$ cat src/assert_macros.svh
// ----------------------------------------------------------------------------
// Assertion macros
// Shared concurrent assertion helpers for the tokenizer RTL.
// ----------------------------------------------------------------------------
`ifndef ASSERT_MACROS_SVH
`define ASSERT_MACROS_SVH

// Checks that the property holds on every clock edge outside reset.
`define STT_ASSERT(lbl, clk, rst_n, prop, msg) \
  lbl: assert property (@(posedge clk) disable iff (!rst_n) (prop)) else $error(msg);

// Checks that a trigger implies a property on the next clock edge.
`define STT_ASSERT_NEXT(lbl, clk, rst_n, trig, prop, msg) \
  lbl: assert property (@(posedge clk) disable iff (!rst_n) (trig) |=> (prop)) \
    else $error(msg);

`endif

$ cat src/stt_pkg.sv
// ----------------------------------------------------------------------------
// Tokenizer package
// Widths, codes, payload types and helper functions of the tokenizer.
// ----------------------------------------------------------------------------
package stt_pkg;

  localparam int POS_BITS  = 20;
  localparam int LEN_BITS  = 16;
  localparam int LINE_BITS = 20;

  localparam logic [POS_BITS-1:0]  POS_MAX  = '1;
  localparam logic [LEN_BITS-1:0]  LEN_MAX  = '1;
  localparam logic [LINE_BITS-1:0] LINE_MAX = '1;

  typedef enum logic [3:0] {
    M_IDLE, M_OP, M_IDENT, M_INT, M_DOT, M_FRAC, M_STR, M_LCOM, M_BCOM, M_BSTAR,
    M_DEAD
  } mode_e;

  localparam logic [5:0] K_AND   = 6'd19;
  localparam logic [5:0] K_OR    = 6'd20;
  localparam logic [5:0] K_NOT   = 6'd21;
  localparam logic [5:0] K_DIV   = 6'd22;
  localparam logic [5:0] K_EQ    = 6'd23;
  localparam logic [5:0] K_EQEQ  = 6'd24;
  localparam logic [5:0] K_NEQ   = 6'd25;
  localparam logic [5:0] K_PLUS  = 6'd26;
  localparam logic [5:0] K_PP    = 6'd27;
  localparam logic [5:0] K_MINUS = 6'd28;
  localparam logic [5:0] K_MM    = 6'd29;
  localparam logic [5:0] K_MULT  = 6'd30;
  localparam logic [5:0] K_MOD   = 6'd31;
  localparam logic [5:0] K_LP    = 6'd32;
  localparam logic [5:0] K_RP    = 6'd33;
  localparam logic [5:0] K_COMMA = 6'd34;
  localparam logic [5:0] K_COLON = 6'd35;
  localparam logic [5:0] K_DOT   = 6'd36;
  localparam logic [5:0] K_LT    = 6'd37;
  localparam logic [5:0] K_LTE   = 6'd38;
  localparam logic [5:0] K_GT    = 6'd39;
  localparam logic [5:0] K_GTE   = 6'd40;
  localparam logic [5:0] K_STR   = 6'd41;
  localparam logic [5:0] K_ID    = 6'd42;
  localparam logic [5:0] K_INTL  = 6'd43;
  localparam logic [5:0] K_FLT   = 6'd44;
  localparam logic [5:0] K_EOF   = 6'd45;

  localparam logic [2:0] E_CHAR = 3'd0;
  localparam logic [2:0] E_NUM  = 3'd1;
  localparam logic [2:0] E_STR  = 3'd2;
  localparam logic [2:0] E_COM  = 3'd3;
  localparam logic [2:0] E_LONE = 3'd4;

  localparam int NUM_KW = 22;

  localparam logic [55:0] KW_TEXT [NUM_KW] = '{
    56'("int"), 56'("float"), 56'("char"), 56'("string"), 56'("bool"), 56'("if"),
    56'("else"), 56'("end"), 56'("goto"), 56'("when"), 56'("print"),
    56'("endline"), 56'("input"), 56'("finish"), 56'("func"), 56'("void"),
    56'("flag"), 56'("return"), 56'("include"), 56'("AND"), 56'("OR"), 56'("NOT")
  };

  localparam logic [2:0] KW_LEN [NUM_KW] = '{
    3'd3, 3'd5, 3'd4, 3'd6, 3'd4, 3'd2, 3'd4, 3'd3, 3'd4, 3'd4, 3'd5, 3'd7,
    3'd5, 3'd6, 3'd4, 3'd4, 3'd4, 3'd6, 3'd7, 3'd3, 3'd2, 3'd3
  };

  typedef struct packed {
    logic       op;
    logic [7:0] char_byte;
  } in_item_t;

  typedef struct packed {
    logic        is_error;
    logic [5:0]  token_kind;
    logic [2:0]  error_kind;
    logic [19:0] line_number;
    logic [19:0] start_offset;
    logic [15:0] text_length;
    logic        last_of_run;
  } out_item_t;

  function automatic logic is_letter(logic [7:0] c);
    return (c >= "a" && c <= "z") || (c >= "A" && c <= "Z") || c == "_";
  endfunction

  function automatic logic is_digit(logic [7:0] c);
    return c >= "0" && c <= "9";
  endfunction

  function automatic logic [5:0] single_kind(logic [7:0] c);
    logic [5:0] k;
    unique case (c)
      "/":     k = K_DIV;
      "=":     k = K_EQ;
      "!":     k = K_NOT;
      "+":     k = K_PLUS;
      "-":     k = K_MINUS;
      "<":     k = K_LT;
      default: k = K_GT;
    endcase
    return k;
  endfunction

  function automatic logic [5:0] word_kind(logic [55:0] prefix, logic [LEN_BITS-1:0] len);
    logic [5:0] k;
    k = K_ID;
    if (32'(len) <= 32'd7) begin
      for (int i = 0; i < NUM_KW; i++) begin
        if (32'(KW_LEN[i]) == 32'(len) && KW_TEXT[i] == prefix) begin
          k = 6'(i);
        end
      end
    end
    return k;
  endfunction

  function automatic logic [POS_BITS-1:0] pos_inc(logic [POS_BITS-1:0] v);
    return (v == POS_MAX) ? v : v + POS_BITS'(1);
  endfunction

  function automatic logic [LEN_BITS-1:0] len_inc(logic [LEN_BITS-1:0] v);
    return (v == LEN_MAX) ? v : v + LEN_BITS'(1);
  endfunction

  function automatic logic [LINE_BITS-1:0] line_inc(logic [LINE_BITS-1:0] v);
    return (v == LINE_MAX) ? v : v + LINE_BITS'(1);
  endfunction

  function automatic logic [LINE_BITS-1:0] line_start(logic [15:0] first);
    return (33'(first) > 33'(LINE_MAX)) ? LINE_MAX : LINE_BITS'(first);
  endfunction

  function automatic out_item_t mk_rec(logic err, logic [5:0] kind, logic [2:0] ekind,
                                       logic [LINE_BITS-1:0] line,
                                       logic [POS_BITS-1:0] start,
                                       logic [LEN_BITS-1:0] len);
    out_item_t r;
    r.is_error     = err;
    r.token_kind   = kind;
    r.error_kind   = ekind;
    r.line_number  = 20'(line);
    r.start_offset = 20'(start);
    r.text_length  = 16'(len);
    r.last_of_run  = 1'b0;
    return r;
  endfunction

endpackage

$ cat src/source_text_tokenizer.sv
// ----------------------------------------------------------------------------
// Source text tokenizer
// Streaming lexer that turns source bytes into token and error records.
// ----------------------------------------------------------------------------
// One source byte or end marker is accepted per cycle while the output buffer
// has room. Each item yields zero, one or two records, which enter a two-entry
// output buffer; an item is taken whenever that buffer will be empty at the
// clock edge, so the rate of one item per cycle holds while no item produces
// two records and the output is not stalled; after an item that produces two,
// the next waits until one of them has left. The one-byte lookahead for
// two-character operators is held in pend_q, and the whole scanner step is one combinational pass.
`include "assert_macros.svh"

module source_text_tokenizer (
  input  logic               clk_i,
  input  logic               rst_ni,
  input  logic               in_valid_i,
  output logic               in_ready_o,
  input  stt_pkg::in_item_t  in_data_i,
  output logic               out_valid_o,
  input  logic               out_ready_i,
  output stt_pkg::out_item_t out_data_o,
  input  logic               cfg_valid_i,
  output logic               cfg_ready_o,
  input  logic [15:0]        cfg_data_i
);

  stt_pkg::mode_e                 mode_q, mode_d;
  logic [7:0]                     pend_q, pend_d;
  logic [stt_pkg::POS_BITS-1:0]   start_q, start_d;
  logic [stt_pkg::LEN_BITS-1:0]   len_q, len_d;
  logic [stt_pkg::POS_BITS-1:0]   pos_q, pos_d;
  logic [stt_pkg::LINE_BITS-1:0]  line_q, line_d;
  logic [55:0]                    prefix_q, prefix_d;
  logic [15:0]                    first_q;

  stt_pkg::out_item_t q0_q, q1_q, q0_d, q1_d;
  logic [1:0]         cnt_q, cnt_d;

  stt_pkg::out_item_t p1_rec, p2_rec, r0, r1;
  logic               p1_v, p2_v, do_idle;
  logic [5:0]         op_kind;
  logic               op_hit;
  logic [7:0]         c;
  logic               in_acc, pop, cfg_acc;

  assign c           = in_data_i.char_byte;
  assign pop         = out_valid_o && out_ready_i;
  assign in_ready_o  = (cnt_q == 2'd0) || (cnt_q == 2'd1 && out_ready_i);
  assign in_acc      = in_valid_i && in_ready_o;
  assign cfg_ready_o = !in_acc;
  assign cfg_acc     = cfg_valid_i && cfg_ready_o;
  assign out_valid_o = cnt_q != 2'd0;
  assign out_data_o  = q0_q;

  always_comb begin
    mode_d   = mode_q;
    pend_d   = pend_q;
    start_d  = start_q;
    len_d    = len_q;
    pos_d    = pos_q;
    line_d   = line_q;
    prefix_d = prefix_q;
    p1_v     = 1'b0;
    p2_v     = 1'b0;
    p1_rec   = '0;
    p2_rec   = '0;
    do_idle  = 1'b0;
    op_kind  = stt_pkg::K_ID;
    op_hit   = 1'b0;

    if (in_data_i.op) begin
      p2_v   = 1'b1;
      p2_rec = stt_pkg::mk_rec(1'b0, stt_pkg::K_EOF, stt_pkg::E_CHAR, line_q, pos_q, '0);
      unique case (mode_q)
        stt_pkg::M_DEAD: p2_v = 1'b0;
        stt_pkg::M_OP: begin
          p1_v = 1'b1;
          if (pend_q == "&" || pend_q == "|") begin
            p1_rec = stt_pkg::mk_rec(1'b1, '0, stt_pkg::E_LONE, line_q, start_q, '0);
            p2_v   = 1'b0;
          end else begin
            p1_rec = stt_pkg::mk_rec(1'b0, stt_pkg::single_kind(pend_q), stt_pkg::E_CHAR,
                                     line_q, start_q, stt_pkg::LEN_BITS'(1));
          end
        end
        stt_pkg::M_IDENT: begin
          p1_v   = 1'b1;
          p1_rec = stt_pkg::mk_rec(1'b0, stt_pkg::word_kind(prefix_q, len_q),
                                   stt_pkg::E_CHAR, line_q, start_q, len_q);
        end
        stt_pkg::M_INT: begin
          p1_v   = 1'b1;
          p1_rec = stt_pkg::mk_rec(1'b0, stt_pkg::K_INTL, stt_pkg::E_CHAR, line_q,
                                   start_q, len_q);
        end
        stt_pkg::M_FRAC: begin
          p1_v   = 1'b1;
          p1_rec = stt_pkg::mk_rec(1'b0, stt_pkg::K_FLT, stt_pkg::E_CHAR, line_q,
                                   start_q, len_q);
        end
        stt_pkg::M_DOT: begin
          p1_v   = 1'b1;
          p2_v   = 1'b0;
          p1_rec = stt_pkg::mk_rec(1'b1, '0, stt_pkg::E_NUM, line_q, start_q, '0);
        end
        stt_pkg::M_STR: begin
          p1_v   = 1'b1;
          p2_v   = 1'b0;
          p1_rec = stt_pkg::mk_rec(1'b1, '0, stt_pkg::E_STR, line_q, start_q, '0);
        end
        stt_pkg::M_BCOM, stt_pkg::M_BSTAR: begin
          p1_v   = 1'b1;
          p2_v   = 1'b0;
          p1_rec = stt_pkg::mk_rec(1'b1, '0, stt_pkg::E_COM, line_q, start_q, '0);
        end
        default: begin
        end
      endcase
      mode_d   = stt_pkg::M_IDLE;
      pend_d   = '0;
      start_d  = '0;
      len_d    = '0;
      pos_d    = '0;
      line_d   = stt_pkg::line_start(first_q);
      prefix_d = '0;
    end else begin
      unique case (mode_q)
        stt_pkg::M_IDLE: do_idle = 1'b1;
        stt_pkg::M_OP: begin
          if (pend_q == "/" && c == "/") begin
            mode_d = stt_pkg::M_LCOM;
          end else if (pend_q == "/" && c == "*") begin
            mode_d = stt_pkg::M_BCOM;
          end else begin
            if (c == "=") begin
              op_hit = 1'b1;
              priority case (pend_q)
                "=":     op_kind = stt_pkg::K_EQEQ;
                "!":     op_kind = stt_pkg::K_NEQ;
                "<":     op_kind = stt_pkg::K_LTE;
                ">":     op_kind = stt_pkg::K_GTE;
                default: op_hit = 1'b0;
              endcase
            end
            if (c == pend_q) begin
              priority case (pend_q)
                "+": begin
                  op_hit  = 1'b1;
                  op_kind = stt_pkg::K_PP;
                end
                "-": begin
                  op_hit  = 1'b1;
                  op_kind = stt_pkg::K_MM;
                end
                "&": begin
                  op_hit  = 1'b1;
                  op_kind = stt_pkg::K_AND;
                end
                "|": begin
                  op_hit  = 1'b1;
                  op_kind = stt_pkg::K_OR;
                end
                default: begin
                end
              endcase
            end
            p1_v = 1'b1;
            if (op_hit) begin
              mode_d = stt_pkg::M_IDLE;
              p1_rec = stt_pkg::mk_rec(1'b0, op_kind, stt_pkg::E_CHAR, line_q, start_q,
                                       stt_pkg::LEN_BITS'(2));
            end else if (pend_q == "&" || pend_q == "|") begin
              mode_d = stt_pkg::M_DEAD;
              p1_rec = stt_pkg::mk_rec(1'b1, '0, stt_pkg::E_LONE, line_q, start_q, '0);
            end else begin
              p1_rec = stt_pkg::mk_rec(1'b0, stt_pkg::single_kind(pend_q), stt_pkg::E_CHAR,
                                       line_q, start_q, stt_pkg::LEN_BITS'(1));
              do_idle = 1'b1;
            end
          end
        end
        stt_pkg::M_IDENT: begin
          if (stt_pkg::is_letter(c) || stt_pkg::is_digit(c)) begin
            if (32'(len_q) < 32'd7) begin
              prefix_d = {prefix_q[47:0], c};
            end
            len_d = stt_pkg::len_inc(len_q);
          end else begin
            p1_v    = 1'b1;
            p1_rec  = stt_pkg::mk_rec(1'b0, stt_pkg::word_kind(prefix_q, len_q),
                                      stt_pkg::E_CHAR, line_q, start_q, len_q);
            do_idle = 1'b1;
          end
        end
        stt_pkg::M_INT: begin
          if (stt_pkg::is_digit(c)) begin
            len_d = stt_pkg::len_inc(len_q);
          end else if (c == ".") begin
            len_d  = stt_pkg::len_inc(len_q);
            mode_d = stt_pkg::M_DOT;
          end else begin
            p1_v    = 1'b1;
            p1_rec  = stt_pkg::mk_rec(1'b0, stt_pkg::K_INTL, stt_pkg::E_CHAR, line_q,
                                      start_q, len_q);
            do_idle = 1'b1;
          end
        end
        stt_pkg::M_DOT: begin
          if (stt_pkg::is_digit(c)) begin
            len_d  = stt_pkg::len_inc(len_q);
            mode_d = stt_pkg::M_FRAC;
          end else begin
            p1_v   = 1'b1;
            mode_d = stt_pkg::M_DEAD;
            p1_rec = stt_pkg::mk_rec(1'b1, '0, stt_pkg::E_NUM, line_q, start_q, '0);
          end
        end
        stt_pkg::M_FRAC: begin
          if (stt_pkg::is_digit(c)) begin
            len_d = stt_pkg::len_inc(len_q);
          end else if (c == ".") begin
            p1_v   = 1'b1;
            mode_d = stt_pkg::M_DEAD;
            p1_rec = stt_pkg::mk_rec(1'b1, '0, stt_pkg::E_NUM, line_q, start_q, '0);
          end else begin
            p1_v    = 1'b1;
            p1_rec  = stt_pkg::mk_rec(1'b0, stt_pkg::K_FLT, stt_pkg::E_CHAR, line_q,
                                      start_q, len_q);
            do_idle = 1'b1;
          end
        end
        stt_pkg::M_STR: begin
          if (c == "\"") begin
            p1_v   = 1'b1;
            mode_d = stt_pkg::M_IDLE;
            p1_rec = stt_pkg::mk_rec(1'b0, stt_pkg::K_STR, stt_pkg::E_CHAR, line_q,
                                     start_q, len_q);
          end else begin
            len_d = stt_pkg::len_inc(len_q);
          end
        end
        stt_pkg::M_LCOM: begin
          if (c == "\n") begin
            line_d = stt_pkg::line_inc(line_q);
            mode_d = stt_pkg::M_IDLE;
          end
        end
        stt_pkg::M_BCOM, stt_pkg::M_BSTAR: begin
          if (mode_q == stt_pkg::M_BSTAR && c == "/") begin
            mode_d = stt_pkg::M_IDLE;
          end else begin
            if (c == "\n") begin
              line_d = stt_pkg::line_inc(line_q);
            end
            mode_d = (c == "*") ? stt_pkg::M_BSTAR : stt_pkg::M_BCOM;
          end
        end
        default: mode_d = stt_pkg::M_DEAD;
      endcase

      if (do_idle) begin
        mode_d  = stt_pkg::M_IDLE;
        start_d = pos_q;
        priority if (c == " ") begin
        end else if (c == "\n") begin
          line_d = stt_pkg::line_inc(line_q);
        end else if (c == "/" || c == "=" || c == "!" || c == "+" || c == "-" ||
                     c == "<" || c == ">" || c == "&" || c == "|") begin
          mode_d = stt_pkg::M_OP;
          pend_d = c;
        end else if (c == "*" || c == "%" || c == "(" || c == ")" || c == "," ||
                     c == ":" || c == ".") begin
          p2_v = 1'b1;
          unique case (c)
            "*":     op_kind = stt_pkg::K_MULT;
            "%":     op_kind = stt_pkg::K_MOD;
            "(":     op_kind = stt_pkg::K_LP;
            ")":     op_kind = stt_pkg::K_RP;
            ",":     op_kind = stt_pkg::K_COMMA;
            ":":     op_kind = stt_pkg::K_COLON;
            default: op_kind = stt_pkg::K_DOT;
          endcase
          p2_rec = stt_pkg::mk_rec(1'b0, op_kind, stt_pkg::E_CHAR, line_q, pos_q,
                                   stt_pkg::LEN_BITS'(1));
        end else if (c == "\"") begin
          mode_d  = stt_pkg::M_STR;
          start_d = stt_pkg::pos_inc(pos_q);
          len_d   = '0;
        end else if (stt_pkg::is_letter(c)) begin
          mode_d   = stt_pkg::M_IDENT;
          prefix_d = {48'b0, c};
          len_d    = stt_pkg::LEN_BITS'(1);
        end else if (stt_pkg::is_digit(c)) begin
          mode_d = stt_pkg::M_INT;
          len_d  = stt_pkg::LEN_BITS'(1);
        end else begin
          mode_d = stt_pkg::M_DEAD;
          p2_v   = 1'b1;
          p2_rec = stt_pkg::mk_rec(1'b1, '0, stt_pkg::E_CHAR, line_q, pos_q, '0);
        end
      end
      pos_d = stt_pkg::pos_inc(pos_q);
    end

    r0 = p1_v ? p1_rec : p2_rec;
    r1 = p2_rec;
    if (p1_v && p2_v) begin
      r1.last_of_run = 1'b1;
    end else begin
      r0.last_of_run = 1'b1;
    end
  end

  always_comb begin
    q0_d  = pop ? q1_q : q0_q;
    q1_d  = q1_q;
    cnt_d = cnt_q - {1'b0, pop};
    if (in_acc) begin
      q0_d  = r0;
      q1_d  = r1;
      cnt_d = 2'({1'b0, p1_v} + {1'b0, p2_v});
    end
  end

  always_ff @(posedge clk_i or negedge rst_ni) begin
    if (!rst_ni) begin
      mode_q   <= stt_pkg::M_IDLE;
      pend_q   <= '0;
      start_q  <= '0;
      len_q    <= '0;
      pos_q    <= '0;
      line_q   <= stt_pkg::line_start(16'd1);
      prefix_q <= '0;
      first_q  <= 16'd1;
      cnt_q    <= '0;
    end else begin
      cnt_q <= cnt_d;
      if (in_acc) begin
        mode_q   <= mode_d;
        pend_q   <= pend_d;
        start_q  <= start_d;
        len_q    <= len_d;
        pos_q    <= pos_d;
        line_q   <= line_d;
        prefix_q <= prefix_d;
      end else if (cfg_acc) begin
        first_q <= cfg_data_i;
        if (pos_q == '0 && mode_q == stt_pkg::M_IDLE) begin
          line_q <= stt_pkg::line_start(cfg_data_i);
        end
      end
    end
  end

  always_ff @(posedge clk_i) begin
    q0_q <= q0_d;
    q1_q <= q1_d;
  end

  `STT_ASSERT(a_cnt_range, clk_i, rst_ni, cnt_q != 2'd3, "output buffer overflow")
  `STT_ASSERT(a_ready_room, clk_i, rst_ni, !in_ready_o || cnt_q != 2'd2,
              "item accepted into a full buffer")
  `STT_ASSERT_NEXT(a_dead_drop, clk_i, rst_ni,
                   in_acc && !in_data_i.op && mode_q == stt_pkg::M_DEAD,
                   mode_q == stt_pkg::M_DEAD && cnt_q == 2'd0,
                   "byte after an error produced a record")

endmodule

$ cat config.mk
export PLATFORM = sky130hd
export DESIGN_NAME = source_text_tokenizer
export DESIGN_NICKNAME = d
export VERILOG_FILES = /design/src/stt_pkg.sv /design/src/source_text_tokenizer.sv
export VERILOG_INCLUDE_DIRS = /design/src /design/src/src
export SDC_FILE = /design/constraint.sdc
export NUM_CORES = 1
export LEC_CHECK = 0
export ABC_AREA = 1
export BUFFER_PORTS_ARGS = -buffer_cell sky130_fd_sc_hd__buf_2
export CAP_MARGIN = 15
export CORE_AREA = 10 10 175 177
export CTS_CLUSTER_DIAMETER = 60
export DETAILED_ROUTE_END_ITERATION = 7
export DIE_AREA = 0 0 185 187
export PLACE_DENSITY_LB_ADDON = 0.08
export RECOVER_POWER = 25
export SLEW_MARGIN = 25
export SYNTH_ARGS = -nofsm -noshare
export SYNTH_HDL_FRONTEND = slang
export SYNTH_SLANG_ARGS = --single-unit
$ cat constraint.sdc
create_clock -name clk_i -period 10.6 [get_ports clk_i]
set_input_delay 0.53 -clock clk_i [delete_from_list [all_inputs] [get_ports clk_i]]
set_output_delay 0.53 -clock clk_i [all_outputs]
set_load 0.02 [all_outputs]
==> flow_summary.toml, run 1 <==
[logic_synthesis]
post-synth-top-count-cell = "nand2_1"
synth_edf_count = 116
post_synth_num_cell_types = 63
seq_area_frac_synth_pct = 43.5
syn_nets = 2389
avgSynthCellArea_um2 = 7.38
synth_seq_cells = 278
yosys-top-cells-area = "dfrtp_1 23%, edfxtp_1 20%, nand2_1 14%"
synth_top_area_cell = "dfrtp_1"
synthCells = 2350
ys.flop_type = "dfrtp_1"
synth_commonest_cells = "637 x nand2_1, 303 x nor2_1, 240 x inv_1"
async_flop_share_pct = 58.3
netlist_area_mm2 = 0.0173
yosys.area.top_type_share_pct = 23.1
yosysWarnings = 0

[placed_design]
dp_hpwl_mm = 38.8
place.port_buffers = 99
placedInstanceArea_mm2 = 0.0180
globalplace.congestion = 1.02

[clock_tree]
cts_tree = "done"
numCtsBuffers = 31
htree_levels = 1
cts_hold_buf = 0
cts_buffer_depth = 3
clock_latency_ns = 0.58
cts.clk_slew.worst_paths_ns = 0.06
cts_sinks = 278
cts_setup_buffers = 0
cts_resized = 0
clock-root-buffer = "clkbuf_16"

[floorplan]
core-area_mm2 = 0.0273
start_util_pct = 63.5
die_height_um = 187
pin_count = 100
rows = 61
fp.dieArea_mm2 = 0.0346
die_w_um = 185

[detailed_routing]
final_antenna_net_count = 0
wl_mm = 55.0
drtPass1Iterations = 8
drc = 0
routed-via-count = 17400
routed_via_density = 6.27
wire_per_inst_um = 19.9
drtIter0Drc = 2402

[timing]
fin_crit_ns = 5.78
fmax_mhz = 173
setup_tns_ns = 0
whs_ns = 0.194
final-setup-viol-count = 0
relSlewSlack_pct = -248
rsz0062_at_grt = "no"
finClkSkew_ns = 0.0175
hold_violations = 0
finalMaxSlewViolations = 133
timing.final.crit_share_pct = 54.5
worst_pin_slew_ns = 5.22

[setup_path]
cp.required_ns = 10.80
critPathSlowestCell = "clkbuf_1"
cp-end-kind = "async pin"
reg2regPathDepth = 15
worstPathCellList = "clkbuf_1, clkbuf_1"
critical-path-top-delay-family = "buffers and inverters"
r2r-start = "pend_q[2]"
crit_path_max_fanout = 94
crit_top_cell = "clkbuf_1"
reg2reg_to = "out_data_o[37]"
critPathLaunch = "rst_ni"
path_buf_inv = 2
crit_arrival_ns = 5.98
reg2reg_slack_ns = 6.13
worstSetupStartpointType = "input port"
crit_cells = 2
cp-endpoint = "start_q[1]"
slowest_delay_ns = 3.56
path_class = "input port to async pin"

[min_path]
hold_class = "input port to register"

[status]
run_status = "finished, violations left"
violations = "max-capacitance violations, max-slew violations"

[global_route]
grt.total_usage_pct = 31.2
grt_overflow = 0
grt_pass1_wl_mm = 88.4
grt_pass1_vias = 16300
grt_max_degree = 100
antenna_found_initial = 2

[power_and_ir_drop]
vdd_drop_max_mv = 0.176
p_per_area_mw_per_mm2 = 265
leakage_nw = 8.48

[cells_and_area]
design_area_mm2 = 0.0190
drive_above_1_share_pct = 10.0
fillers = 2226
final_nets = 2436
syn_to_final_growth_pct = 9.75

[run]
max_cap_violations = 2
## power by group
part           internal, W  switching, W  leakage (nW)
Combinational     0.000607       0.00163          4.70
Sequential         0.00150      0.000267          3.31
Clock             0.000582      0.000459         0.472
## worst min path at each step
stage                  start    endpoint  cells past startpoint
2_1_floorplan         rst_ni    cnt_q[0]                      0
3_3_place_gp      start_q[5]  start_q[5]                      2
3_5_place_dp      start_q[4]  start_q[4]                      2
4_1_cts               rst_ni    len_q[6]                      1
5_1_grt        cfg_data_i[6]  first_q[6]                      2
6_report       cfg_data_i[6]  first_q[6]                      2
## layout by cell type (no fill, tap or decap), drive strengths merged, types with 20 or more instances in the layout
cell type / netlist / routed
nor3: 74 / 74
nand2: 642 / 642
clkbuf: 58 / 41
nor4: 21 / 21
o211ai: 20 / 20
inv: 255 / 257
o32ai: 49 / 49
dfrtp: 160 / 160
nor2: 328 / 328
nand3: 152 / 152
nand4: 39 / 39
edfxtp: 116 / 116
buf: 44 / 114
a21oi: 54 / 54
xor2: 32 / 32
o21ai: 183 / 183
## sequential cells by signal, indices dropped and copies added, names as in the netlist
signal      cells
start_q        20
first_q        16
pos_q          20
prefix_q       56
len_q          16
line_q         20
cnt_q           2
pend_q          8
mode_q          4
out_data_o     67
q1_q           49
## layout make-up
cell class	count	area, um^2	area share, %
Inverter	258	971	5.10
Timing Repair Buffer	116	663	3.48
Clock buffer	39	826	4.34
Sequential cell	278	7540	39.6
Tap cell	346	433	2.27
Antenna cell	1	2.50	0.0131
Multi-Input combinational cell	1712	8440	44.3
Clock inverter	19	163	0.854
## logic make-up (layout without fill, tap and decap cells)
family	after synthesis	in the layout	synth area share [%]
adders and majority gates	9	9	0.649
muxes	16	16	1.04
AOI/OAI and AO/OA	384	384	13.7
and+or+nand+nor	1269	1269	31.2
buffers and inverters	360	432	8.19
DFF	278	278	43.5
other	0	1	0
xor gates and xnor gates	34	34	1.72
## through the flow
stage / power [W] / cells / utilization [%] / setup WS (ns)
floorplan: 0.00328 / 2350 / - / 4.72
global placement: 0.00386 / 2707 / 65.8 / 5.79
detailed placement: 0.00394 / 2708 / 65.9 / 5.62
CTS: 0.00499 / 2766 / 69.5 / 6.17
global route: 0.00534 / 2769 / 69.7 / 4.08
finish: 0.00505 / 2769 / 69.7 / 4.82
## metal layers
layer | vias to the layer above | wire length [um] | GRT usage (%)
met5 | - | 7 | 0
met4 | 2 | 1440 | 7.88
met2 | 1046 | 25100 | 48.8
met1 | 8190 | 22800 | 43.8
li1 | 7968 | - | -
met3 | 145 | 5730 | 5.73
No activity file was read; power rests on OpenSTA's default activity.
==> inputs of run 2 (changes only) <==
--- a/config.mk
+++ b/config.mk
@@ -6,13 +6,13 @@
 export SDC_FILE = /design/constraint.sdc
 export NUM_CORES = 1
 export LEC_CHECK = 0
-export ABC_AREA = 1
+export ABC_AREA = 0
 export BUFFER_PORTS_ARGS = -buffer_cell sky130_fd_sc_hd__buf_2
 export CAP_MARGIN = 15
-export CORE_AREA = 10 10 175 177
+export CORE_AREA = 10 10 173 175
 export CTS_CLUSTER_DIAMETER = 60
 export DETAILED_ROUTE_END_ITERATION = 7
-export DIE_AREA = 0 0 185 187
+export DIE_AREA = 0 0 183 185
 export PLACE_DENSITY_LB_ADDON = 0.08
 export RECOVER_POWER = 25
 export SLEW_MARGIN = 25
==> constraint.sdc (replaced) <==
create_clock -name clk_i -period 5.9 [get_ports clk_i]
set_input_delay 0.295 -clock clk_i [delete_from_list [all_inputs] [get_ports clk_i]]
set_output_delay 0.295 -clock clk_i [all_outputs]
set_load 0.02 [all_outputs]
==> run 2 against run 1 <==
The run still ends with max-capacitance violations, max-slew violations left. Synthesized cell count is 26% lower. Sequential share of layout area increased by 2.7 points. Utilization down 2.7 points. Via count down 17%. Area after synthesis decreased by 6.7%. Count of clock-buffer cells in the layout up 7. Die area shrank 2.1%. Flip-flop and latch count stayed put. Critical path type is now register to register. Critical endpoint is now out_data_o[0]. Largest cell class unchanged. Highest routed layer is now met4.
==> flow_summary.toml, run 2 <==
[status]
run_status = "finished, violations left"
violations = "max-capacitance violations, max-slew violations"

[setup_path]
path_class = "register to register"
slowest_delay_ns = 0.86
cp.required_ns = 6.35
r2r-start = "mode_q[2]"
critical-path-top-delay-family = "simple AND/OR/NAND/NOR gates"
cp-end-kind = "register"
reg2reg_slack_ns = 1.51
worstPathCellList = "nand4bb_1, a221oi_1, clkbuf_2, a31oi_1, nand2_1, nor4_4, inv_2, ha_1, nor2_1, a21o_1"
crit_path_max_fanout = 23
critPathSlowestCell = "dfrtp_1"
worstSetupStartpointType = "register"
path_buf_inv = 2
reg2regPathDepth = 10
crit_arrival_ns = 4.83
reg2reg_to = "out_data_o[0]"

[power_and_ir_drop]
switching_share_pct = 41.9
leakage_nw = 6.82
p_per_area_mw_per_mm2 = 460
comb_power_share_pct = 35.8
pwr-share-clk_pct = 23.4
switching_power_w = 0.00343
p_int_w = 0.00476
sequentialPowerShare_pct = 40.8
vdd_drop_max_mv = 0.318

[floorplan]
die_w_um = 183
fp.dieArea_mm2 = 0.0339
pin_count = 100
die_height_um = 185
start_util_pct = 60.9
rows = 60
core-area_mm2 = 0.0266

[cells_and_area]
final_nets = 1809
final_cell_count_no_fill = 2136
n_antenna_cell = 0
final_common_cell = "nand2_1"
drive_above_1_share_pct = 10.9
largest_reg_flops = 67
layout_common_cells = "183 x nand2_1, 160 x dfrtp_1, 129 x nor2_1"
syn_to_final_growth_pct = 10.0

[clock_tree]
cts_tree = "done"
cts_sinks = 278
htree_levels = 1
cts_hold_buf = 17
cts_setup_buffers = 0
cts.clk_slew.worst_paths_ns = 0.06
clock_latency_ns = 0.58
numCtsBuffers = 31
cts_buffer_depth = 3
clock-root-buffer = "clkbuf_16"
cts_resized = 0

[logic_synthesis]
ys.flop_type = "dfrtp_1"
post-synth-top-count-cell = "nand2_1"
synth_commonest_cells = "184 x nand2_1, 160 x dfrtp_1, 131 x nor2_1"
post_synth_num_cell_types = 89
yosys.area.top_type_share_pct = 24.7
netlist_area_mm2 = 0.0162
synth_seq_cells = 278
yosysWarnings = 0
avgSynthCellArea_um2 = 9.31
yosys-top-cells-area = "dfrtp_1 25%, edfxtp_1 22%, nand2_1 4.3%"
synth_top_area_cell = "dfrtp_1"
synthCells = 1739
seq_area_frac_synth_pct = 46.6
async_flop_share_pct = 58.3
syn_nets = 1778
synth_edf_count = 116

[global_route]
grt_overflow = 0
grt.total_usage_pct = 28.0
grt_pass1_wl_mm = 77.2
grt_pass1_vias = 13800
antenna_found_initial = 0
grt_max_degree = 69

[timing]
fin_crit_ns = 4.39
hold_violations = 0
setup_slack_ns = 1.51
setup_tns_ns = 0
relSlewSlack_pct = -138
timing.final.crit_share_pct = 74.3
finClkSkew_ns = 0.0105
finalMaxSlewViolations = 65
worst_pin_slew_ns = 3.57
fmax_mhz = 228
final-setup-viol-count = 0
rsz0062_at_grt = "no"

[run]
max_cap_violations = 1

[placed_design]
globalplace.congestion = 0.975
place.port_buffers = 99
pre_cts_ws_ns = 1.50
placed_cells = 2059
dp_hpwl_mm = 32.7

[detailed_routing]
drtPass1Iterations = 7
final_antenna_net_count = 0
drc = 0
wire_per_inst_um = 22.7
routed-via-count = 14400
drtIter0Drc = 1668
wl_mm = 48.4
routed_via_density = 6.75

[min_path]
min_to = "cnt_q[0]"
hold_class = "input port to register"
hp-start = "out_ready_i"
min_path_cells = 4
## run 2: power by group through the flow
stage                     clock [W]  sequential [W]  combinational, W
after floorplan                   0         0.00321           0.00213
after global placement            0         0.00333           0.00285
after detailed placement          0         0.00335           0.00291
after CTS                   0.00193         0.00332           0.00294
after global routing        0.00201         0.00342           0.00322
final                       0.00191         0.00334           0.00293
## run 2: worst max path at each step
stage,from,to,slack (ns),cells past startpoint
2_1_floorplan,cnt_q[1],out_data_o[1],2.51,6
3_3_place_gp,mode_q[1],out_data_o[60],1.67,8
3_5_place_dp,mode_q[1],out_data_o[60],1.50,8
4_1_cts,mode_q[1],out_data_o[60],1.46,8
5_1_grt,rst_ni,prefix_q[9],1.22,3
6_report,mode_q[2],out_data_o[0],1.51,10
## run 2: area by class of cell
type                            instances  area (um^2)
Fill cell                            2167         8760
Clock buffer                           46          925
Timing Repair Buffer                  138          773
Clock inverter                         12         90.1
Inverter                               24         92.6
Multi-Input combinational cell       1297         7970
Tap cell                              341          427
Sequential cell                       278         7540
## run 2: worst register-to-register path: stages (launching register included)
cell	delay, ns
dfrtp_1	0.86
nand4bb_1	0.26
a221oi_1	0.12
clkbuf_2	0.23
a31oi_1	0.60
nand2_1	0.24
nor4_4	0.80
inv_2	0.49
ha_1	0.37
nor2_1	0.17
a21o_1	0.13
## run 2: metal layers
layer	global-route usage [%]	wire (um)	share of wire [%]	vias up
li1	-	-	-	6571
met1	39.9	21500	44	7049
met2	43.0	21800	45	725
met3	5.25	4230	8.7	78
met4	7.05	867	1.8	0
met5	0	0	0	-
## run 2: cells by family after synthesis
group	share of synthesized area (%)
simple gates	25.8
compound gates	17.2
flops	46.6
buf+inv	4.37
mux	3.35
xor+xnor	1.95
fa+ha+maj	0.696
## run 2: metrics by stage
stage	area (um^2)	total power, W	hold slack [ns]	utilization [%]
4_1_cts	17900	0.00818	0.160	67.2
3_5_place_dp	16700	0.00626	0.325	62.7
6_report	17800	0.00819	0.164	67.0
2_1_floorplan	16200	0.00534	-0.000591	-
5_1_grt	17800	0.00865	0.207	67.0
3_3_place_gp	16700	0.00618	0.318	62.7
